==> src/design/hbp_queue.sv <==
module hbp_queue #(
  parameter int unsigned W     = 8,
  parameter int unsigned DEPTH = 2
) (
  input  logic         clk,
  input  logic         rst_n,
  input  logic         push,
  input  logic [W-1:0] wdata,
  input  logic         pop,
  output logic [W-1:0] rdata,
  output logic         full,
  output logic         not_empty
);

  localparam int unsigned PW = (DEPTH > 1) ? $clog2(DEPTH) : 1;

  logic [W-1:0]  mem_r [DEPTH];
  logic [PW-1:0] wr_ptr_r, wr_ptr_nxt;
  logic [PW-1:0] rd_ptr_r, rd_ptr_nxt;
  logic [PW:0]   cnt_r, cnt_nxt;

  assign full      = (cnt_r == (PW+1)'(DEPTH));
  assign not_empty = (cnt_r != '0);
  assign rdata     = mem_r[rd_ptr_r];

  // pointer wrap assumes a power-of-two depth
  always_comb begin
    wr_ptr_nxt = push ? wr_ptr_r + 1'b1 : wr_ptr_r;
    rd_ptr_nxt = pop ? rd_ptr_r + 1'b1 : rd_ptr_r;
    case ({push, pop})
      2'b10:   cnt_nxt = cnt_r + 1'b1;
      2'b01:   cnt_nxt = cnt_r - 1'b1;
      default: cnt_nxt = cnt_r;
    endcase
  end

  always_ff @(posedge clk) begin
    if (!rst_n) begin
      wr_ptr_r <= '0;
      rd_ptr_r <= '0;
      cnt_r    <= '0;
    end else begin
      wr_ptr_r <= wr_ptr_nxt;
      rd_ptr_r <= rd_ptr_nxt;
      cnt_r    <= cnt_nxt;
    end
  end

  always_ff @(posedge clk) begin
    if (push) begin
      mem_r[wr_ptr_r] <= wdata;
    end
  end

endmodule

==> config.mk <==
export PLATFORM = sky130hd
export DESIGN_NAME = hbp_queue
export DESIGN_NICKNAME = d
export VERILOG_FILES = /design/src/design/hbp_queue.sv
export SDC_FILE = /design/constraint.sdc
export NUM_CORES = 1
export LEC_CHECK = 0
export BUFFER_PORTS_ARGS = -buffer_cell sky130_fd_sc_hd__buf_2
export CORE_MARGIN = 2
export CORE_UTILIZATION = 52
export DETAILED_ROUTE_END_ITERATION = 10
export MAX_ROUTING_LAYER = met4
export PLACE_DENSITY = 0.85
export SYNTH_ARGS = -nofsm -noshare
export SYNTH_HDL_FRONTEND = slang
export SYNTH_SLANG_ARGS = --single-unit
==> constraint.sdc <==
create_clock -name clk -period 1.82 [get_ports clk]
set_input_delay 0.273 -clock clk [delete_from_list [all_inputs] [get_ports clk]]
set_output_delay 0.273 -clock clk [all_outputs]
set_load 0.01 [all_outputs]
# Word-level counts from Yosys, hierarchy flattened
# Memory sizes are Yosys's and may differ from the RTL's. A register that Yosys moved wholly into a read port is not among the register bits.
# Index checks and enable logic that the tools add are counted.
# W data, S select, Z words.
dict set report word_totals {
  register_bits 4
  latchBits 0
  mem_bits_rw 16
  mem_bits_ro 0
  wordCells 18
  memories 1
}
# name depth width rd rd_clocked_by_memory_dff wr line_no
set mem_list {}
lappend mem_list {mem_r 2 8 1 1 1 17} ;# logic [W-1:0] mem_r [DEPTH];
dict set report op_classes {
  n_addsub 4
  multipliers 0
  div_mod_pow 0
  order_cmp 0
  n_eq_ne 3
  shifts 0
  mux 5
  bitwise_logic 0
  reduce_logical 2
}
# op count
set op_table {}
lappend op_table {{$eq A2 B2 Y1 const B} 2}
lappend op_table {{$mux W1} 4}
lappend op_table {{$pmux W2 S2} 1}
lappend op_table {{$reduce_bool A2 Y1} 2}
lappend op_table {{$add A1 B1 Y1 const B} 2}
lappend op_table {{$add A2 B1 Y2 const B} 1}
lappend op_table {{$eq A2 B1 Y1 const B} 1}
lappend op_table {{$sub A2 B1 Y2 const B} 1}

# Logic depth before layout (Yosys ltp)
dict set report depth {
  word_depth 3
  depth_mapped 5
  mapped_depth_nobuf 5
}

# Least setup slack after synthesis
# No wires, ideal clock.
dict set report synth_timing {
  path_kind {input to register}
  from {input push}
  to {register cnt_r[1]}
  setup_time_ns 0.070
  arrival_ns 1.075
  t_required_ns 1.750
  path_slack_ns 0.675
  cell_stages 4
  cell_sequence {inv_1 ha_1 or3_1 a21boi_1}
}
dict set report synth_between {
  elab_chain_cells 2
  word_cells_on_any_way 4
}
# element line_no
set synth_lines {}
lappend synth_lines {{from (decl)} 7} ;# input logic push,
lappend synth_lines {{$eq A2 B1 Y1 or $eq A2 B2 Y1 (tied branches)} 30} ;# case ({push, pop})
lappend synth_lines {{$pmux W2 S2 or $reduce_bool A2 Y1 (tied branches)} -}
lappend synth_lines {{to (signal assigned)} 45} ;# cnt_r <= cnt_nxt;
lappend synth_lines {{to (decl)} 20} ;# logic [PW:0] cnt_r, cnt_nxt;
# Parallel ways exist; a longest one is shown, timed or not.
# A chain may end at the register's enable or synchronous reset.

==> impl_metrics.tcl <==
set metrics [dict create \
    outcome "finished, final reports clean" \
    hold_ws_ns 0.161 \
    tightest_slew_ns 0.374 \
    fin_crit_sh_pct 89.7 \
    synthTopCellsByArea "edfxtp_1 60%, dfxtp_1 13%, mux2_2 11%" \
    criticalPathCategory "flip-flop to output port" \
    drt-total-wl_um 1170 \
    finalSetupTns_ns 0 \
    clk_latency_ns 0.29 \
    r2r_start "wr_ptr_r" \
    dr.pass1.iters 2 \
    combPwrFrac_pct 14.0 \
    power_uw 904 \
    wire_per_inst_um 13.1 \
    pwr-share-seq_pct 62.6 \
    total_leakage_power_uw 0.000388 \
    synth_area_um2 795 \
    cts_sinks 21 \
    yosys_register_bits 21 \
    yosys_warnings 0 \
    rsz0062_at_grt "false" \
    synth-async-reset-ratio_pct 0 \
    reg2reg_slack_ns 0.77 \
    fin_area_um2 957 \
    hold_violations 0 \
    drc 0 \
    whs_path_depth 1 \
    finClkSkew_ns 0.00904 \
    crit_fanout 8 \
    syn_area_per_cell_um2 16.9 \
    track_usage_pct 14.9 \
    synthAdderAreaFrac_pct 1.57 \
    hpwl_um 908 \
    antenna_found_initial 0 \
    cts_resized 0 \
    crit_arrival_ns 1.36 \
    synth_top_family_by_area "multiplexers" \
    cts_setup_buffers 0 \
    grt_overflow 0 \
    post-place-ws_ns 0.506 \
    cts_buffer_depth 2 \
    cap_violations 0 \
    die-area_mm2 0.00186 \
    hold_start "wdata[4]" \
    synth_compound_area_share_pct 2.52 \
    start_kind "flip-flop" \
    grt_max_degree 13 \
    p_sw_share_pct 22.5 \
    grt_pass1_vias 444 \
    synth_top_area_share_pct 60.5 \
    yosysMostFrequentCell "edfxtp_1" \
    syn_inst 47 \
    io_pins 22 \
    layout.nets 87 \
    p_clk_share_pct 23.3 \
    fillCellCount 120 \
    fmax_ghz 0.613 \
    path_clk_slew_ns 0.11 \
    synth_edf_count 16 \
    ir_drop_uv 560 \
    hold_class "input port to flip-flop" \
    antennaDiodeCount 0 \
    die_h_um 43.1 \
    synth-simple-area-share_pct 7.09 \
    cts_root_buf "clkbuf_4" \
    cts-buffers-inserted 3 \
    area_growth_pct 20.5 \
    grt_pass1_wl_um 1930 \
    h-tree-depth 1 \
    setup.worst_path.end "rdata[0]" \
    start_util_pct 54.0 \
    synth_cell_types 17 \
    synth_ff_type "edfxtp_1" \
    drive_gt1_share_pct 50.7 \
    ant_nets 0 \
    reg2reg_depth 1 \
    gp_congestion 0.637 \
    r2r-end "mem_r[1][3]" \
    intPower_uw 701 \
    synth_sequential_area_ratio_pct 73.1 \
    setup_viol 0 \
    cts_tree "built" \
    die_w_um 43.1 \
    drt_iter0_drc 4 \
    slew_violations 0 \
    synthMuxAreaShare_pct 11.3 \
    relSlewSlack_pct 75.1 \
    fin_ws_ns 0.187 \
    vias_per_cell 4.97 \
    end_kind "output port" \
    place_area_um2 930 \
    synth_top_area_cell "edfxtp_1" \
    portBuffers 21 \
    core_area_mm2 0.00147 \
    min_period_ns 1.63 \
    synth_common_cells "16 x edfxtp_1, 8 x mux2_2, 5 x dfxtp_1" \
    pwr_density_cell_mw_per_mm2 945 \
    cts_hold_buf 0 \
    via_count 442 \
    p_sw_uw 203 \
    synth_xor_area_share_pct 3.31 \
    syn_nets 60 \
    cp.required_ns 1.55 \
    rows 14 \
]
## flip-flops by register name, indices dropped and copies added (netlist names), named ones only
signal,cells
wr_ptr_r,1
cnt_r,2
mem_r,16
rd_ptr_r,1
## power by group through the flow
stage | Combinational, uW | Sequential (uW) | Clock (uW)
floorplan | 83.4 | 568 | 0
global placement | 124 | 576 | 0
detailed placement | 129 | 578 | 0
CTS | 129 | 567 | 218
global route | 139 | 571 | 245
finish | 127 | 566 | 211
## critical path, cell delays in order (launching register included)
cell and delay (ns):
dfxtp_1 0.53, mux2_2 0.39, buf_2 0.14
## metrics by stage
| stage | util (%) | cells |
|---|---|---|
| after floorplan | - | 47 |
| after global placement | 63.2 | 85 |
| after detailed placement | 63.2 | 85 |
| after CTS | 65.1 | 89 |
| after global routing | 65.1 | 89 |
| final | 65.1 | 89 |
## worst min path at each step
stage | to | slack [ns]
2_1_floorplan | mem_r[0][0] | 0.37
3_3_place_gp | mem_r[0][0] | 0.46
3_5_place_dp | mem_r[0][0] | 0.46
4_1_cts | mem_r[0][2] | 0.15
5_1_grt | mem_r[0][2] | 0.13
6_report | mem_r[0][4] | 0.16
## cells by family (layout without fill, tap and decap cells)
family,count (synthesis),after routing
flip-flops,21,21
buffers and inverters,2,28
multiplexers,8,8
XOR/XNOR,3,3
adder cells (fa/ha/maj),1,1
AO/OA/AOI/OAI,3,3
AND/OR/NAND/NOR,9,9
## cell usage in the layout (no fill, tap or decap), types with 2 or more instances in the layout
cell type,n
buf_2,21
edfxtp_1,16
mux2_2,8
dfxtp_1,5
and2_1,4
clkbuf_4,3
xnor2_1,2
buf_4,2
## layout make-up
class / count / area (um2) / area share, %
clock inverters: 1 / 5.00 / 0.523
repair buffers: 23 / 120 / 12.5
inverters: 1 / 3.75 / 0.392
flip-flops and latches: 21 / 581 / 60.7
well taps: 16 / 20.0 / 2.09
clock buffers: 3 / 22.5 / 2.35
multi-input cells: 24 / 205 / 21.4
## layer usage
metal | vias to the layer above | GRT usage [%] | routed length [um]
li1 | 222 | - | -
met1 | 203 | 17.9 | 552
met2 | 15 | 23.9 | 544
met3 | 2 | 4.26 | 66
met4 | 0 | 5.45 | 4
met5 | - | - | 0
(Power assumes the default switching activity.)
